==> src/hw/rtl/hrsp_pkg.sv <==
// ----------------------------------------------------------------------------
// HTTP response parser package
// Shared types, character codes, event codes and header name tables.
// ----------------------------------------------------------------------------
`default_nettype none

package hrsp_pkg;

  localparam int unsigned LEN_BITS = 40;

  localparam logic [LEN_BITS-1:0] LEN_MAX   = '1;
  localparam logic [LEN_BITS-1:0] LEN_DIV10 = LEN_MAX / 10;
  localparam logic [3:0]          LEN_REM10 = 4'(LEN_MAX % 10);

  localparam logic [9:0] STATUS_OK  = 10'd200;
  localparam logic [9:0] STATUS_MAX = 10'd999;

  localparam logic [7:0] CH_CR    = 8'h0D;
  localparam logic [7:0] CH_LF    = 8'h0A;
  localparam logic [7:0] CH_SP    = 8'h20;
  localparam logic [7:0] CH_TAB   = 8'h09;
  localparam logic [7:0] CH_COLON = 8'h3A;

  typedef enum logic [2:0] {
    PH_STATUS = 3'd0,
    PH_NAME   = 3'd1,
    PH_VALUE  = 3'd2,
    PH_BODY   = 3'd3,
    PH_CSIZE  = 3'd4,
    PH_CDATA  = 3'd5,
    PH_DONE   = 3'd6,
    PH_REJECT = 3'd7
  } phase_e;

  typedef enum logic [1:0] {
    VK_OTHER  = 2'd0,
    VK_TYPE   = 2'd1,
    VK_ETAG   = 2'd2,
    VK_LENGTH = 2'd3
  } value_kind_e;

  typedef enum logic [2:0] {
    EV_TYPE_BYTE  = 3'd0,
    EV_TYPE_END   = 3'd1,
    EV_ETAG_BYTE  = 3'd2,
    EV_ETAG_END   = 3'd3,
    EV_HEADER_END = 3'd4,
    EV_BODY_BYTE  = 3'd5,
    EV_BODY_END   = 3'd6,
    EV_REJECT     = 3'd7
  } event_e;

  typedef struct packed {
    logic [7:0] data_byte;
    logic       new_response;
  } in_item_t;

  // The results of one input item. A second result is always a body end.
  typedef struct packed {
    logic                two;
    event_e              ev;
    logic [7:0]          val;
    logic [9:0]          status;
    logic [LEN_BITS-1:0] clen;
    logic                chunked;
  } res_bundle_t;

  function automatic logic [7:0] etag_char(logic [1:0] idx);
    logic [7:0] ch;
    case (idx)
      2'd0: ch = "e";
      2'd1: ch = "t";
      2'd2: ch = "a";
      default: ch = "g";
    endcase
    return ch;
  endfunction

  function automatic logic [7:0] clen_char(logic [3:0] idx);
    logic [7:0] ch;
    case (idx)
      4'd0:  ch = "c";
      4'd1:  ch = "o";
      4'd2:  ch = "n";
      4'd3:  ch = "t";
      4'd4:  ch = "e";
      4'd5:  ch = "n";
      4'd6:  ch = "t";
      4'd7:  ch = "-";
      4'd8:  ch = "l";
      4'd9:  ch = "e";
      4'd10: ch = "n";
      4'd11: ch = "g";
      4'd12: ch = "t";
      4'd13: ch = "h";
      default: ch = 8'h00;
    endcase
    return ch;
  endfunction

  function automatic logic [7:0] ctype_char(logic [3:0] idx);
    logic [7:0] ch;
    case (idx)
      4'd0:  ch = "c";
      4'd1:  ch = "o";
      4'd2:  ch = "n";
      4'd3:  ch = "t";
      4'd4:  ch = "e";
      4'd5:  ch = "n";
      4'd6:  ch = "t";
      4'd7:  ch = "-";
      4'd8:  ch = "t";
      4'd9:  ch = "y";
      4'd10: ch = "p";
      4'd11: ch = "e";
      default: ch = 8'h00;
    endcase
    return ch;
  endfunction

  // Bit 4 flags a hex digit, bits 3:0 hold its value.
  function automatic logic [4:0] hex_val(logic [7:0] ch);
    logic [4:0] r;
    if (ch >= "0" && ch <= "9") begin
      r = {1'b1, ch[3:0]};
    end else if ((ch >= "a" && ch <= "f") || (ch >= "A" && ch <= "F")) begin
      r = {1'b1, ch[3:0] + 4'd9};
    end else begin
      r = 5'd0;
    end
    return r;
  endfunction

endpackage

`default_nettype wire

==> src/hw/rtl/hrsp_in_if.sv <==
// ----------------------------------------------------------------------------
// HTTP response parser input channel
// Valid/ready channel that carries one response byte per item.
// ----------------------------------------------------------------------------
`default_nettype none

interface hrsp_in_if;
  logic       valid;
  logic       ready;
  logic [7:0] data_byte;
  logic       new_response;

  modport source(output valid, output data_byte, output new_response, input ready);
  modport sink(input valid, input data_byte, input new_response, output ready);
endinterface

`default_nettype wire

==> src/hw/rtl/hrsp_out_if.sv <==
// ----------------------------------------------------------------------------
// HTTP response parser result channel
// Valid/ready channel that carries one parser event per item.
// ----------------------------------------------------------------------------
`default_nettype none

interface hrsp_out_if
  import hrsp_pkg::*;
();
  logic                valid;
  logic                ready;
  logic [2:0]          event_res;
  logic [7:0]          value_byte;
  logic [9:0]          status_code;
  logic [LEN_BITS-1:0] content_length;
  logic                is_chunked;
  logic                last;

  modport source(output valid, output event_res, output value_byte, output status_code,
                 output content_length, output is_chunked, output last, input ready);
  modport sink(input valid, input event_res, input value_byte, input status_code,
               input content_length, input is_chunked, input last, output ready);
endinterface

`default_nettype wire

==> src/hw/rtl/hrsp_in_stage.sv <==
// ----------------------------------------------------------------------------
// HTTP response parser input register
// Holds one accepted byte until the parser step takes it.
// ----------------------------------------------------------------------------
`default_nettype none

module hrsp_in_stage
  import hrsp_pkg::*;
(
  input  wire logic     clk_i,
  input  wire logic     rst_ni,
  input  wire logic     valid_i,
  output logic          ready_o,
  input  wire in_item_t item_i,
  output logic          valid_o,
  input  wire logic     take_i,
  output in_item_t      item_o
);

  logic     valid_q, valid_d;
  in_item_t item_q, item_d;

  assign ready_o = !valid_q || take_i;

  always_comb begin
    valid_d = valid_q;
    item_d  = item_q;
    if (ready_o) begin
      valid_d = valid_i;
      item_d  = item_i;
    end
  end

  always_ff @(posedge clk_i or negedge rst_ni) begin
    if (!rst_ni) begin
      valid_q <= 1'b0;
    end else begin
      valid_q <= valid_d;
    end
  end

  always_ff @(posedge clk_i) begin
    item_q <= item_d;
  end

  assign valid_o = valid_q;
  assign item_o  = item_q;

endmodule

`default_nettype wire

==> src/hw/rtl/hrsp_step.sv <==
// ----------------------------------------------------------------------------
// HTTP response parser step
// Parser state registers and the per-byte next-state and result logic.
// ----------------------------------------------------------------------------
`default_nettype none

module hrsp_step
  import hrsp_pkg::*;
(
  input  wire logic     clk_i,
  input  wire logic     rst_ni,
  input  wire logic     en_i,
  input  wire in_item_t item_i,
  output logic          push_o,
  output res_bundle_t   res_o
);

  phase_e              phase_q, phase_d, phase_b;
  value_kind_e         vk_q, vk_d, vk_b;
  logic [1:0]          sc_q, sc_d, sc_b;
  logic [9:0]          st_q, st_d, st_b;
  logic                cr_q, cr_d, cr_b;
  logic                le_q, le_d, le_b;
  logic [3:0]          nl_q, nl_d, nl_b;
  logic [2:0]          nm_q, nm_d, nm_b;
  logic                skip_q, skip_d, skip_b;
  logic [LEN_BITS-1:0] la_q, la_d, la_b;
  logic                lk_q, lk_d, lk_b;
  logic [LEN_BITS-1:0] bl_q, bl_d, bl_b;

  logic [7:0]          ch;
  logic [7:0]          lc;
  logic                eol;
  logic [3:0]          dig;
  logic                is_dig;
  logic [4:0]          hex;
  logic [13:0]         st_mul;
  logic [LEN_BITS-1:0] la_mul;
  logic                la_sat;
  logic [LEN_BITS-1:0] bl_dec;
  logic [1:0]          n_res;

  assign ch     = item_i.data_byte;
  assign lc     = (ch >= "A" && ch <= "Z") ? ch + 8'd32 : ch;
  assign eol    = (ch == CH_CR) || (ch == CH_LF);
  assign dig    = ch[3:0];
  assign is_dig = (ch >= "0") && (ch <= "9");
  assign hex    = hex_val(ch);

  // A new response starts from the reset state before its first byte.
  assign phase_b = item_i.new_response ? PH_STATUS : phase_q;
  assign vk_b    = item_i.new_response ? VK_OTHER : vk_q;
  assign sc_b    = item_i.new_response ? 2'd0 : sc_q;
  assign st_b    = item_i.new_response ? 10'd0 : st_q;
  assign cr_b    = item_i.new_response ? 1'b0 : cr_q;
  assign le_b    = item_i.new_response ? 1'b1 : le_q;
  assign nl_b    = item_i.new_response ? 4'd0 : nl_q;
  assign nm_b    = item_i.new_response ? 3'b111 : nm_q;
  assign skip_b  = item_i.new_response ? 1'b0 : skip_q;
  assign la_b    = item_i.new_response ? '0 : la_q;
  assign lk_b    = item_i.new_response ? 1'b0 : lk_q;
  assign bl_b    = item_i.new_response ? '0 : bl_q;

  assign st_mul = ({4'd0, st_b} << 3) + ({4'd0, st_b} << 1) + {10'd0, dig};
  assign la_mul = {la_b[LEN_BITS-4:0], 3'b000} + {la_b[LEN_BITS-2:0], 1'b0}
                + {{(LEN_BITS-4){1'b0}}, dig};
  assign la_sat = (la_b > LEN_DIV10) || ((la_b == LEN_DIV10) && (dig > LEN_REM10));
  assign bl_dec = (bl_b != '0) ? bl_b - 1'b1 : bl_b;

  always_comb begin
    phase_d = phase_b;
    vk_d    = vk_b;
    sc_d    = sc_b;
    st_d    = st_b;
    cr_d    = cr_b;
    le_d    = le_b;
    nl_d    = nl_b;
    nm_d    = nm_b;
    skip_d  = skip_b;
    la_d    = la_b;
    lk_d    = lk_b;
    bl_d    = bl_b;
    n_res   = 2'd0;
    res_o.ev      = EV_TYPE_BYTE;
    res_o.val     = 8'd0;
    res_o.clen    = '0;
    res_o.chunked = 1'b0;

    if (phase_b == PH_DONE || phase_b == PH_REJECT) begin
      n_res = 2'd0;
    end else if (skip_b) begin
      skip_d = 1'b0;
    end else if (cr_b && ch == CH_LF) begin
      cr_d = 1'b0;
    end else begin
      cr_d = 1'b0;
      case (phase_b)
        PH_STATUS: begin
          if (ch == CH_LF) begin
            if (sc_b == 2'd2) begin
              phase_d = PH_NAME;
              le_d    = 1'b1;
              nl_d    = 4'd0;
              nm_d    = 3'b111;
            end else begin
              st_d     = 10'd0;
              n_res    = 2'd1;
              res_o.ev = EV_REJECT;
              phase_d  = PH_REJECT;
            end
          end else if (ch == CH_SP) begin
            if (sc_b == 2'd0) begin
              sc_d = 2'd1;
            end else if (sc_b != 2'd2) begin
              sc_d = 2'd2;
              if (st_b != STATUS_OK) begin
                n_res    = 2'd1;
                res_o.ev = EV_REJECT;
                phase_d  = PH_REJECT;
              end
            end
          end else if (sc_b == 2'd1) begin
            if (is_dig) begin
              st_d = (st_b > 10'd99 || st_mul > 14'(STATUS_MAX)) ? STATUS_MAX : st_mul[9:0];
            end else begin
              sc_d = 2'd3;
            end
          end
        end
        PH_NAME: begin
          if (eol) begin
            cr_d = (ch == CH_CR);
            if (le_b) begin
              n_res         = 2'd1;
              res_o.ev      = EV_HEADER_END;
              res_o.clen    = lk_b ? la_b : '0;
              res_o.chunked = !lk_b;
              if (lk_b) begin
                if (la_b == '0) begin
                  n_res   = 2'd2;
                  phase_d = PH_DONE;
                end else begin
                  bl_d    = la_b;
                  phase_d = PH_BODY;
                end
              end else begin
                bl_d    = '0;
                sc_d    = 2'd0;
                le_d    = 1'b1;
                phase_d = PH_CSIZE;
              end
            end else begin
              le_d = 1'b1;
              nl_d = 4'd0;
              nm_d = 3'b111;
            end
          end else if (ch == CH_COLON) begin
            le_d = 1'b0;
            if (nl_b == 4'd4 && nm_b[0]) begin
              vk_d = VK_ETAG;
            end else if (nl_b == 4'd14 && nm_b[1]) begin
              vk_d = VK_LENGTH;
              la_d = '0;
              sc_d = 2'd0;
            end else if (nl_b == 4'd12 && nm_b[2]) begin
              vk_d = VK_TYPE;
            end else begin
              vk_d = VK_OTHER;
            end
            skip_d  = 1'b1;
            phase_d = PH_VALUE;
          end else begin
            le_d = 1'b0;
            if (nl_b >= 4'd4 || etag_char(nl_b[1:0]) != lc) begin
              nm_d[0] = 1'b0;
            end
            if (nl_b >= 4'd14 || clen_char(nl_b) != lc) begin
              nm_d[1] = 1'b0;
            end
            if (nl_b >= 4'd12 || ctype_char(nl_b) != lc) begin
              nm_d[2] = 1'b0;
            end
            if (nl_b != 4'd15) begin
              nl_d = nl_b + 4'd1;
            end
          end
        end
        PH_VALUE: begin
          if (eol) begin
            cr_d = (ch == CH_CR);
            if (vk_b == VK_TYPE) begin
              n_res    = 2'd1;
              res_o.ev = EV_TYPE_END;
            end else if (vk_b == VK_ETAG) begin
              n_res    = 2'd1;
              res_o.ev = EV_ETAG_END;
            end else if (vk_b == VK_LENGTH) begin
              lk_d = 1'b1;
            end
            phase_d = PH_NAME;
            le_d    = 1'b1;
            nl_d    = 4'd0;
            nm_d    = 3'b111;
          end else if (vk_b == VK_TYPE) begin
            n_res     = 2'd1;
            res_o.ev  = EV_TYPE_BYTE;
            res_o.val = ch;
          end else if (vk_b == VK_ETAG) begin
            n_res     = 2'd1;
            res_o.ev  = EV_ETAG_BYTE;
            res_o.val = ch;
          end else if (vk_b == VK_LENGTH) begin
            if (sc_b == 2'd0 && (ch == CH_SP || ch == CH_TAB)) begin
              sc_d = sc_b;
            end else if (sc_b < 2'd2 && is_dig) begin
              la_d = la_sat ? LEN_MAX : la_mul;
              sc_d = 2'd1;
            end else begin
              sc_d = 2'd2;
            end
          end
        end
        PH_BODY: begin
          n_res     = 2'd1;
          res_o.ev  = EV_BODY_BYTE;
          res_o.val = ch;
          bl_d      = bl_dec;
          if (bl_dec == '0) begin
            n_res   = 2'd2;
            phase_d = PH_DONE;
          end
        end
        PH_CSIZE: begin
          if (eol) begin
            cr_d = (ch == CH_CR);
            if (!le_b) begin
              if (bl_b == '0) begin
                n_res    = 2'd1;
                res_o.ev = EV_BODY_END;
                phase_d  = PH_DONE;
              end else begin
                phase_d = PH_CDATA;
              end
            end
            le_d = 1'b1;
            sc_d = 2'd0;
          end else begin
            le_d = 1'b0;
            if (sc_b == 2'd0 && hex[4]) begin
              bl_d = (bl_b[LEN_BITS-1 -: 4] != 4'd0) ? LEN_MAX
                   : {bl_b[LEN_BITS-5:0], hex[3:0]};
            end else begin
              sc_d = 2'd2;
            end
          end
        end
        PH_CDATA: begin
          n_res     = 2'd1;
          res_o.ev  = EV_BODY_BYTE;
          res_o.val = ch;
          bl_d      = bl_dec;
          if (bl_dec == '0) begin
            phase_d = PH_CSIZE;
            le_d    = 1'b1;
            sc_d    = 2'd0;
          end
        end
        default: begin
          phase_d = PH_REJECT;
        end
      endcase
    end

    res_o.two    = (n_res == 2'd2);
    res_o.status = st_d;
  end

  assign push_o = en_i && (n_res != 2'd0);

  always_ff @(posedge clk_i or negedge rst_ni) begin
    if (!rst_ni) begin
      phase_q <= PH_STATUS;
      vk_q    <= VK_OTHER;
      sc_q    <= 2'd0;
      st_q    <= 10'd0;
      cr_q    <= 1'b0;
      le_q    <= 1'b1;
      nl_q    <= 4'd0;
      nm_q    <= 3'b111;
      skip_q  <= 1'b0;
      la_q    <= '0;
      lk_q    <= 1'b0;
      bl_q    <= '0;
    end else if (en_i) begin
      phase_q <= phase_d;
      vk_q    <= vk_d;
      sc_q    <= sc_d;
      st_q    <= st_d;
      cr_q    <= cr_d;
      le_q    <= le_d;
      nl_q    <= nl_d;
      nm_q    <= nm_d;
      skip_q  <= skip_d;
      la_q    <= la_d;
      lk_q    <= lk_d;
      bl_q    <= bl_d;
    end
  end

  a_done_silent: assert property (@(posedge clk_i) disable iff (!rst_ni)
    (en_i && !item_i.new_response && (phase_q == PH_DONE || phase_q == PH_REJECT))
    |-> !push_o)
    else $error("finished response produced a result");

  a_two_ends_body: assert property (@(posedge clk_i) disable iff (!rst_ni)
    (push_o && res_o.two) |=> (phase_q == PH_DONE))
    else $error("second result without reaching the end of the body");

  a_skip_once: assert property (@(posedge clk_i) disable iff (!rst_ni)
    (en_i && skip_q && !item_i.new_response) |=> !skip_q)
    else $error("dropped byte flag held for more than one byte");

endmodule

`default_nettype wire

==> src/hw/rtl/hrsp_out_queue.sv <==
// ----------------------------------------------------------------------------
// HTTP response parser result queue
// Two-entry queue of per-byte result bundles, sent out one event at a time.
// ----------------------------------------------------------------------------
`default_nettype none

module hrsp_out_queue
  import hrsp_pkg::*;
(
  input  wire logic        clk_i,
  input  wire logic        rst_ni,
  input  wire logic        push_i,
  input  wire res_bundle_t res_i,
  output logic             room_o,
  output logic             valid_o,
  input  wire logic        ready_i,
  output logic [2:0]       event_o,
  output logic [7:0]       value_o,
  output logic [9:0]       status_o,
  output logic [LEN_BITS-1:0] clen_o,
  output logic             chunked_o,
  output logic             last_o
);

  res_bundle_t mem_q [2];
  logic        wr_ptr_q, wr_ptr_d;
  logic        rd_ptr_q, rd_ptr_d;
  logic [1:0]  cnt_q, cnt_d;
  logic        sub_q, sub_d;
  res_bundle_t head;
  logic        fire;
  logic        pop;

  assign head    = mem_q[rd_ptr_q];
  assign valid_o = (cnt_q != 2'd0);
  assign room_o  = (cnt_q != 2'd2);
  assign last_o  = sub_q || !head.two;
  assign fire    = valid_o && ready_i;
  assign pop     = fire && last_o;

  assign event_o   = sub_q ? EV_BODY_END : head.ev;
  assign value_o   = sub_q ? 8'd0 : head.val;
  assign status_o  = head.status;
  assign clen_o    = sub_q ? '0 : head.clen;
  assign chunked_o = sub_q ? 1'b0 : head.chunked;

  always_comb begin
    wr_ptr_d = wr_ptr_q ^ push_i;
    rd_ptr_d = rd_ptr_q ^ pop;
    cnt_d    = cnt_q + {1'b0, push_i} - {1'b0, pop};
    sub_d    = sub_q;
    if (fire) begin
      sub_d = !last_o;
    end
  end

  always_ff @(posedge clk_i or negedge rst_ni) begin
    if (!rst_ni) begin
      wr_ptr_q <= 1'b0;
      rd_ptr_q <= 1'b0;
      cnt_q    <= 2'd0;
      sub_q    <= 1'b0;
    end else begin
      wr_ptr_q <= wr_ptr_d;
      rd_ptr_q <= rd_ptr_d;
      cnt_q    <= cnt_d;
      sub_q    <= sub_d;
    end
  end

  always_ff @(posedge clk_i) begin
    if (push_i) begin
      mem_q[wr_ptr_q] <= res_i;
    end
  end

  a_no_overflow: assert property (@(posedge clk_i) disable iff (!rst_ni)
    push_i |-> (cnt_q != 2'd2))
    else $error("result bundle pushed into a full queue");

  a_sub_needs_pair: assert property (@(posedge clk_i) disable iff (!rst_ni)
    sub_q |-> (valid_o && head.two))
    else $error("second event selected on a single-result bundle");

  a_pair_continues: assert property (@(posedge clk_i) disable iff (!rst_ni)
    (fire && !last_o) |=> (sub_q && valid_o))
    else $error("second event of a pair lost");

endmodule

`default_nettype wire

==> src/hw/rtl/http_response_stream_parser.sv <==
// ----------------------------------------------------------------------------
// HTTP response stream parser
// Parses an HTTP/1.1 response one byte per item and emits header and body
// events.
// Each taken byte is held in the input register, and the step logic writes
// its results into the result queue, from which the events are sent out.
// Throughput: one byte per cycle while the result queue has room; a byte
// with two results sends two events, and the two-entry queue can then stall the input.
// Reset: asynchronous, clears the parser state and empties both stages.
// ----------------------------------------------------------------------------
`default_nettype none

module http_response_stream_parser
  import hrsp_pkg::*;
(
  input  wire logic clk_i,
  input  wire logic rst_ni,
  hrsp_in_if.sink   in_i,
  hrsp_out_if.source out_o
);

  in_item_t    in_item;
  in_item_t    stage_item;
  logic        stage_valid;
  logic        step_en;
  logic        room;
  logic        push;
  res_bundle_t res;

  assign in_item.data_byte    = in_i.data_byte;
  assign in_item.new_response = in_i.new_response;
  assign step_en              = stage_valid && room;

  hrsp_in_stage u_in_stage (
    .clk_i   (clk_i),
    .rst_ni  (rst_ni),
    .valid_i (in_i.valid),
    .ready_o (in_i.ready),
    .item_i  (in_item),
    .valid_o (stage_valid),
    .take_i  (step_en),
    .item_o  (stage_item)
  );

  hrsp_step u_step (
    .clk_i  (clk_i),
    .rst_ni (rst_ni),
    .en_i   (step_en),
    .item_i (stage_item),
    .push_o (push),
    .res_o  (res)
  );

  hrsp_out_queue u_out_queue (
    .clk_i     (clk_i),
    .rst_ni    (rst_ni),
    .push_i    (push),
    .res_i     (res),
    .room_o    (room),
    .valid_o   (out_o.valid),
    .ready_i   (out_o.ready),
    .event_o   (out_o.event_res),
    .value_o   (out_o.value_byte),
    .status_o  (out_o.status_code),
    .clen_o    (out_o.content_length),
    .chunked_o (out_o.is_chunked),
    .last_o    (out_o.last)
  );

endmodule

`default_nettype wire

==> src/flat_wrapper.sv <==
// flat-port wrapper written by rule: the top's interface ports become plain ports
module http_response_stream_parser_flat import hrsp_pkg::*;
  (clk_i, rst_ni, in_i_valid, in_i_data_byte, in_i_new_response, in_i_ready, out_o_valid, out_o_event_res, out_o_value_byte, out_o_status_code, out_o_content_length, out_o_is_chunked, out_o_last, out_o_ready);
  hrsp_in_if in_i_i ();
  hrsp_out_if out_o_i ();
  input  wire logic clk_i;
  input  wire logic rst_ni;
  input wire logic [$bits(in_i_i.valid)-1:0] in_i_valid;
  input wire logic [$bits(in_i_i.data_byte)-1:0] in_i_data_byte;
  input wire logic [$bits(in_i_i.new_response)-1:0] in_i_new_response;
  output wire logic [$bits(in_i_i.ready)-1:0] in_i_ready;
  output wire logic [$bits(out_o_i.valid)-1:0] out_o_valid;
  output wire logic [$bits(out_o_i.event_res)-1:0] out_o_event_res;
  output wire logic [$bits(out_o_i.value_byte)-1:0] out_o_value_byte;
  output wire logic [$bits(out_o_i.status_code)-1:0] out_o_status_code;
  output wire logic [$bits(out_o_i.content_length)-1:0] out_o_content_length;
  output wire logic [$bits(out_o_i.is_chunked)-1:0] out_o_is_chunked;
  output wire logic [$bits(out_o_i.last)-1:0] out_o_last;
  input wire logic [$bits(out_o_i.ready)-1:0] out_o_ready;
  assign in_i_i.valid = in_i_valid;
  assign in_i_i.data_byte = in_i_data_byte;
  assign in_i_i.new_response = in_i_new_response;
  assign in_i_ready = in_i_i.ready;
  assign out_o_valid = out_o_i.valid;
  assign out_o_event_res = out_o_i.event_res;
  assign out_o_value_byte = out_o_i.value_byte;
  assign out_o_status_code = out_o_i.status_code;
  assign out_o_content_length = out_o_i.content_length;
  assign out_o_is_chunked = out_o_i.is_chunked;
  assign out_o_last = out_o_i.last;
  assign out_o_i.ready = out_o_ready;
  http_response_stream_parser u_core (.clk_i(clk_i), .rst_ni(rst_ni), .in_i(in_i_i), .out_o(out_o_i));
endmodule
==> config.mk <==
export PLATFORM = sky130hd
export DESIGN_NAME = http_response_stream_parser_flat
export DESIGN_NICKNAME = d
export VERILOG_FILES = /design/src/hw/rtl/hrsp_pkg.sv /design/src/hw/rtl/hrsp_in_if.sv /design/src/hw/rtl/hrsp_out_if.sv /design/src/hw/rtl/hrsp_in_stage.sv /design/src/hw/rtl/hrsp_step.sv /design/src/hw/rtl/hrsp_out_queue.sv /design/src/hw/rtl/http_response_stream_parser.sv /design/src/flat_wrapper.sv
export SDC_FILE = /design/constraint.sdc
export NUM_CORES = 1
export LEC_CHECK = 0
export BUFFER_PORTS_ARGS = -buffer_cell sky130_fd_sc_hd__buf_4
export CAP_MARGIN = 30
export CORE_ASPECT_RATIO = 2
export CORE_MARGIN = 4
export CORE_UTILIZATION = 54
export CTS_CLUSTER_SIZE = 12
export DETAILED_ROUTE_END_ITERATION = 12
export GPL_TIMING_DRIVEN = 1
export HOLD_SLACK_MARGIN = 0.06
export PLACE_DENSITY = 0.73
export SETUP_SLACK_MARGIN = 0.15
export SYNTH_ARGS = -nofsm -noshare
export SYNTH_HDL_FRONTEND = slang
export SYNTH_SLANG_ARGS = --single-unit
export TNS_END_PERCENT = 20
==> constraint.sdc <==
create_clock -name clk_i -period 7.5 [get_ports clk_i]
set_clock_uncertainty 0.05 [all_clocks]
set_input_delay 0.75 -clock clk_i [delete_from_list [all_inputs] [get_ports clk_i]]
set_output_delay 0.75 -clock clk_i [all_outputs]
set_load 0.02 [all_outputs]
==> reports/metrics.csv, run 1 <==
stage,metric,value,unit
outcome,outcome,finished clean,
worst_setup_path,cp.required,7.73,ns
worst_setup_path,critical_path_class,reg2reg,
global_route,grt_pass1_vias,18167,
clocking,htreeDepth,1,
routing,avgViaCountPerCell,6.90,
synth,avgSynthCellArea,8.69,um2
worst_setup_path,start_kind,flop,
timing,hold_viol,0,
routing,vias,18174,
power_and_ir_drop,peakVddDrop,422,uV
clocking,cts-root-buf,clkbuf_16,
global_route,grt_max_degree,144,
power_and_ir_drop,leakagePower,8.74,nW
worst_setup_path,worst_ep_arrival_time,5.52,ns
worst_setup_path,ff2ff_path_depth,12,
timing,setup_viol,0,
clocking,clk_latency,0.57,ns
layout,instances_no_fill,2634,
timing,relSlewSlack,0.310,
synth,netlist_area,0.0189,mm2
synth,synthArstFlopShare,0.458,
clocking,cts_sinks,249,
timing,slew_viol_final,0,
min_path,hold_class,in2async,
floorplan,start_util,0.549,
routing,drc,0,
power_and_ir_drop,power.total,5.08,mW
layout,final_util,0.597,
clocking,cts_made_buffers,26,
layout,num-nets-final,2306,
floorplan,die_h,273,um
synth,synth_fp_nets,2310,
synth,synth_ff_type,edfxtp_1,
clocking,cts_setup_buffers,0,
timing,post-route-min-period,5.29,ns
placed_design,hpwl,52.9,mm
routing,wl_per_cell,27.8,um
placed_design,place.gp.congestion,1.04,
global_route,antenna_found_initial,3,
routing,dr.pass1.iters,6,
timing,worst_pin_slew,1.03,ns
placed_design,placed_cells,2584,
synth,synth_top_cell_area_share,0.214,
synth,ys_top_cells_by_count,"219 x nand2_1, 206 x nor2_1, 181 x o21ai_0",
power_and_ir_drop,pwr_density_cell,247,mW/mm2
clocking,cts_tree,yes,
floorplan,placementRows,96,
synth,seq_area_frac_synth,0.365,
floorplan,die_w,140,um
run,drv_cap,0,
layout,fillers,3075,
placed_design,portBuffers,77,
synth,synth_largest_area_cell,edfxtp_1,
worst_setup_path,crit_path_max_fanout,143,
floorplan,io_pins,78,
synth,yosys_register_bits,249,
layout,drive_gt1_frac,0.0986,
placed_design,place_ws,2.28,ns
synth,synth_area_leaders,"edfxtp_1 21%, dfrtp_1 15%, ha_1 7.8%, o21ai_0 4.8%, a21oi_1 4.6%",
synth,synthCells,2176,
global_route,overflow,0,
synth,synth.most_common_cell,nand2_1,
global_route,grt_use_total,0.375,
layout,areaGrowthSynthToFinish,8.80,%
timing,fin_hold_ws,0.235,ns
worst_setup_path,critPathCaptureType,flop,
timing,post-route-period-util,0.705,
timing,rsz0062_at_grt,false,
timing,timing.fmax,189,MHz
timing,fin_ws,2.21,ns
layout,final_area,0.0206,mm2
routing,drt-total-wl,73.2,mm
synth,synth_edf_count,135,
floorplan,core-area,0.0345,mm2
clocking,clk_pin_slew,0.07,ns
clocking,post_cts_resized,0,
routing,drtAntennaViolNets,0,
floorplan,die_area,0.0383,mm2
global_route,grt_pass1_wl,111,mm
placed_design,place_area,0.0198,mm2
synth,yosys_warnings,0,
clocking,clk_path_buf_depth,3,
routing,drt_iter0_drc,1810,
timing,tns,0,ns
synth,synth.distinct_cells,96,
clocking,hold_buffers,0,
==> flip-flops by register name, indices dropped and copies added (netlist names), 2 cells and up <==
| signal | count |
|---|---|
| u_core.u_in_stage.item_o | 9 |
| u_core.u_out_queue.cnt_q | 2 |
| u_core.u_out_queue.mem_q | 126 |
| u_core.u_step.bl_q | 40 |
| u_core.u_step.la_q | 40 |
| u_core.u_step.nl_q | 4 |
| u_core.u_step.nm_q | 3 |
| u_core.u_step.phase_q | 3 |
| u_core.u_step.sc_q | 2 |
| u_core.u_step.st_q | 10 |
| u_core.u_step.vk_q | 2 |
==> layout by cell type (no fill, tap or decap), types with 58 or more instances in the layout <==
cell type	count
nor2b_1	62
nor3_1	67
o21ai_0	181
edfxtp_1	135
dfrtp_1	109
buf_4	110
nor2_1	205
a21oi_1	174
ha_1	116
mux2i_1	58
nand2_1	219
==> layout make-up <==
cell class	count	area [um2]	area share
multi-input combinational	1734	11300	0.547
clock buffer	38	717	0.0348
timing repair buffer	114	877	0.0426
sequential	249	6920	0.336
tap	441	552	0.0268
inverter	47	176	0.00857
antenna	2	5.00	0.000243
clock inverter	9	77.6	0.00377
==> worst paths after layout <==
path	startpoint	end	slack (ns)
setup / recovery	u_core.u_in_stage.item_o[0]$_DFFE_PP_	u_core.u_out_queue.mem_q[0][9]$_DFFE_PP_	2.21
setup reg to reg	u_core.u_in_stage.item_o[0]$_DFFE_PP_	u_core.u_out_queue.mem_q[0][9]$_DFFE_PP_	2.21
hold / removal	rst_ni	u_core.u_step.bl_q[25]$_DFFE_PN0P_	0.23
min in group clk_i	in_i_data_byte[2]	u_core.u_in_stage.item_o[3]$_DFFE_PP_	0.31
max in group asynchronous	rst_ni	u_core.u_out_queue.rd_ptr_q$_DFF_PN0_	5.69
hold reg to reg	u_core.u_step.nm_q[0]$_DFFE_PN1P_	u_core.u_step.nm_q[0]$_DFFE_PN1P_	0.47
==> report_power, final <==
group	switching [mW]	internal [mW]
registers	0.147	1.52
logic	1.43	0.719
clock network	0.566	0.696
total	2.14	2.93
==> cell families (layout without fill, tap and decap cells) <==
family                     count (synthesis)  after routing  share of synthesized area
and+or+nand+nor                          801            801                      0.211
AOI/OAI and AO/OA                        668            668                      0.229
DFF                                      249            249                      0.365
buffers and inverters                    193            208                     0.0403
adders and majority gates                121            121                     0.0812
muxes                                     76             76                     0.0414
xor gates and xnor gates                  68             68                     0.0315
other                                      0              2                          0
==> routing by layer <==
layer,share of wire,track usage,vias up
met5,0,0,-
met4,0.10,0.290,0
met3,0.069,0.0553,416
met2,0.49,0.653,1056
met1,0.34,0.403,8652
li1,-,-,8050
==> worst max-delay path, stage by stage, from the launching register on <==
cell and delay (ns):
edfxtp_1 0.41, buf_12 0.50, nor2b_1 0.28, nor4_1 0.76, o2111ai_1 0.32, a41oi_1 0.35, nand2b_1 0.21, a21boi_0 0.65
nand3_1 0.15, nor2_1 0.13, nor2_1 0.10, ha_2 0.53, buf_4 0.40
No activity file was read; power rests on OpenSTA's default activity.
==> inputs of run 2 (changes only) <==
Clock period 7.5 ns to 5.28 ns, I/O delays scaled along.
==> run 2 against run 1 <==
Combinational power is 43% higher; highest routed layer is now met5; clock-buffer cell count stayed put; non-clock buffer count is 47 higher; sequential cell count stayed put; critical endpoint is now u_core.u_out_queue.mem_q[0][62]$_DFFE_PP_; sequential power is 41% higher; critical path type unchanged; first-iteration DRC count is 5.9% lower; die area stayed put; cell area is 2.3% higher; via count is 0.31% higher; sequential share of layout area is 0.75 points lower.
==> reports/metrics.csv, run 2 (synthesized netlist as in run 1, its figures left out) <==
stage,metric,value,unit
outcome,outcome,finished clean,
global_route,grt_max_degree,53,
routing,dr.pass1.iters,5,
global_route,overflow,0,
worst_setup_path,crit_chain,buf_12 > inv_2 > nand2_1 > ha_1 > nor3b_1 > a41o_1 > o31ai_2 > o311a_1 > nor4_1 > o31ai_1 > nor4b_2 > nand4_2 > or4b_4 > a21oi_1,
global_route,grt_pass1_vias,18641,
clocking,clk_pin_slew,0.06,ns
timing,post-route-period-util,0.878,
worst_setup_path,max_stage_delay,0.57,ns
timing,hold_viol,0,
placed_design,place_area,0.0202,mm2
clocking,cts_setup_buffers,0,
power_and_ir_drop,pwr_density_cell,350,mW/mm2
timing,fin_ws,0.644,ns
routing,wl_per_cell,27.3,um
power_and_ir_drop,internal_power,4.34,mW
placed_design,place.gp.congestion,1.06,
floorplan,die_h,273,um
placed_design,hpwl,54.3,mm
routing,drt-total-wl,73.4,mm
layout,final_area,0.0210,mm2
clocking,cts_tree,yes,
global_route,grt_use_total,0.375,
timing,timing.fmax,216,MHz
layout,reg.largest.list,"u_core.u_out_queue.mem_q (126), u_core.u_step.bl_q (40), u_core.u_step.la_q (40)",
worst_setup_path,critPathCaptureType,flop,
timing,relSlewSlack,0.366,
power_and_ir_drop,p_switching,3.02,mW
worst_setup_path,slowest_stage,or4b_4,
power_and_ir_drop,peakVddDrop,509,uV
worst_setup_path,start_kind,flop,
placed_design,portBuffers,77,
power_and_ir_drop,combPwrFrac,0.418,
worst_setup_path,crit_path_max_fanout,52,
clocking,cts_made_buffers,27,
routing,vias,18230,
layout,largest_register_ff_count,126,
min_path,hp-start,in_i_data_byte[0],
worst_setup_path,reg2reg_to,u_core.u_out_queue.mem_q[0][62]$_DFFE_PP_,
floorplan,io_pins,78,
timing,setup_viol,0,
floorplan,core-area,0.0345,mm2
global_route,antenna_found_initial,2,
run,drv_cap,0,
worst_setup_path,ff2ff_path_depth,14,
timing,tns,0,ns
clocking,clk_latency,0.57,ns
global_route,grt_pass1_wl,111,mm
floorplan,start_util,0.549,
min_path,hold_class,in2reg,
layout,drive_gt1_frac,0.120,
timing,fin_hold_ws,0.0927,ns
worst_setup_path,r2r_start,u_core.u_in_stage.item_o[0]$_DFFE_PP_,
worst_setup_path,critical_path_class,reg2reg,
timing,post-route-min-period,4.64,ns
layout,num-nets-final,2354,
power_and_ir_drop,leakagePower,9.04,nW
placed_design,place_ws,0.740,ns
power_and_ir_drop,p_clk_frac,0.262,
layout,most-common-layout-cells,"219 x nand2_1, 205 x nor2_1, 181 x o21ai_0",
clocking,clk_path_buf_depth,3,
layout,areaGrowthSynthToFinish,11.3,%
floorplan,die_w,140,um
power_and_ir_drop,switching_share,0.410,
routing,avgViaCountPerCell,6.79,
timing,rsz0062_at_grt,false,
timing,worst_pin_slew,0.947,ns
power_and_ir_drop,power.total,7.36,mW
floorplan,placementRows,96,
routing,drtAntennaViolNets,0,
timing,slew_viol_final,0,
min_path,whs_path_depth,1,
worst_setup_path,cp.required,5.62,ns
floorplan,die_area,0.0383,mm2
routing,drc,0,
layout,regMostFlops,u_core.u_out_queue.mem_q,
worst_setup_path,worst_ep_arrival_time,4.98,ns
routing,drt_iter0_drc,1704,
clocking,cts_sinks,249,
worst_setup_path,rrSetupSlack,0.64,ns
clocking,htreeDepth,1,
power_and_ir_drop,power_frac_seq,0.320,
min_path,holdPathEnd,u_core.u_in_stage.item_o[1]$_DFFE_PP_,
clocking,cts-root-buf,clkbuf_16,
layout,final_common_cell,nand2_1,
run 2: cell types whose count changed in the layout (fill, tap and decap cells not counted), sizes merged:
cell and change:
buf +47, bufinv +2, clkbuf -1, diode -1, dlygate4sd3 +1, inv +1
run 2: final cells by class:
class                   count  area [um2]
diodes                      1        2.50
clock buffers              38         727
clock inverters            12         150
fillers                  3017       13400
inverters                  47         176
multi-input cells        1734       11300
flip-flops and latches    249        6920
well taps                 441         552
repair buffers            161        1270
run 2: layer usage:
layer | track usage | up-vias | wire [um]
met5 | 0 | - | 9
met4 | 0.323 | 2 | 8000
met3 | 0.0494 | 380 | 4840
met2 | 0.653 | 1043 | 36200
met1 | 0.392 | 8655 | 24300
li1 | - | 8150 | -
run 2: stage by stage:
step / utilization / std cells
6_report: 0.611 / 2683
5_1_grt: 0.611 / 2682
4_1_cts: 0.611 / 2682
3_5_place_dp: 0.585 / 2631
3_3_place_gp: 0.584 / 2630
2_1_floorplan: - / 2176
run 2: worst max-delay path by stage:
| stage | slack (ns) | startpoint | to | depth (start not counted) |
|---|---|---|---|---|
| floorplan | 0.13 | u_core.u_in_stage.item_o[0]$_DFFE_PP_ | u_core.u_out_queue.mem_q[1][0]$_DFFE_PP_ | 17 |
| CTS | 0.71 | u_core.u_in_stage.item_o[0]$_DFFE_PP_ | u_core.u_out_queue.mem_q[0][62]$_DFFE_PP_ | 14 |
| finish | 0.64 | u_core.u_in_stage.item_o[0]$_DFFE_PP_ | u_core.u_out_queue.mem_q[0][62]$_DFFE_PP_ | 14 |
| detailed placement | 0.74 | u_core.u_in_stage.item_o[0]$_DFFE_PP_ | u_core.u_out_queue.mem_q[1][62]$_DFFE_PP_ | 14 |
| global route | 0.41 | u_core.u_in_stage.item_o[0]$_DFFE_PP_ | u_core.u_out_queue.mem_q[0][62]$_DFFE_PP_ | 14 |
| global placement | 0.88 | u_core.u_in_stage.item_o[0]$_DFFE_PP_ | u_core.u_step.la_q[37]$_DFFE_PN0P_ | 15 |
run 2: repair_timing:
action	in CTS	in global routing
hold buffers	1	0
gates resized for setup	0	0
endpoints found under the hold margin	19	0
run 2: power by group through the flow:
| stage | combinational, mW | clock (mW) | sequential (mW) |
|---|---|---|---|
| after global placement | 2.94 | 0 | 2.41 |
| final | 3.07 | 1.93 | 2.36 |
| after floorplan | 1.96 | 0 | 2.24 |
| after global routing | 3.26 | 2.03 | 2.37 |
| after detailed placement | 3.01 | 0 | 2.39 |
| after CTS | 3.03 | 1.95 | 2.35 |
run 2: worst max-delay path: cells and delay by family, from the launching register on:
kind                     cells  cell delay, ns
adder cells (fa/ha/maj)      1            0.48
AO/OA/AOI/OAI                5            1.21
buffers and inverters        2            0.39
AND/OR/NAND/NOR              6            1.92
flip-flops                   1            0.38
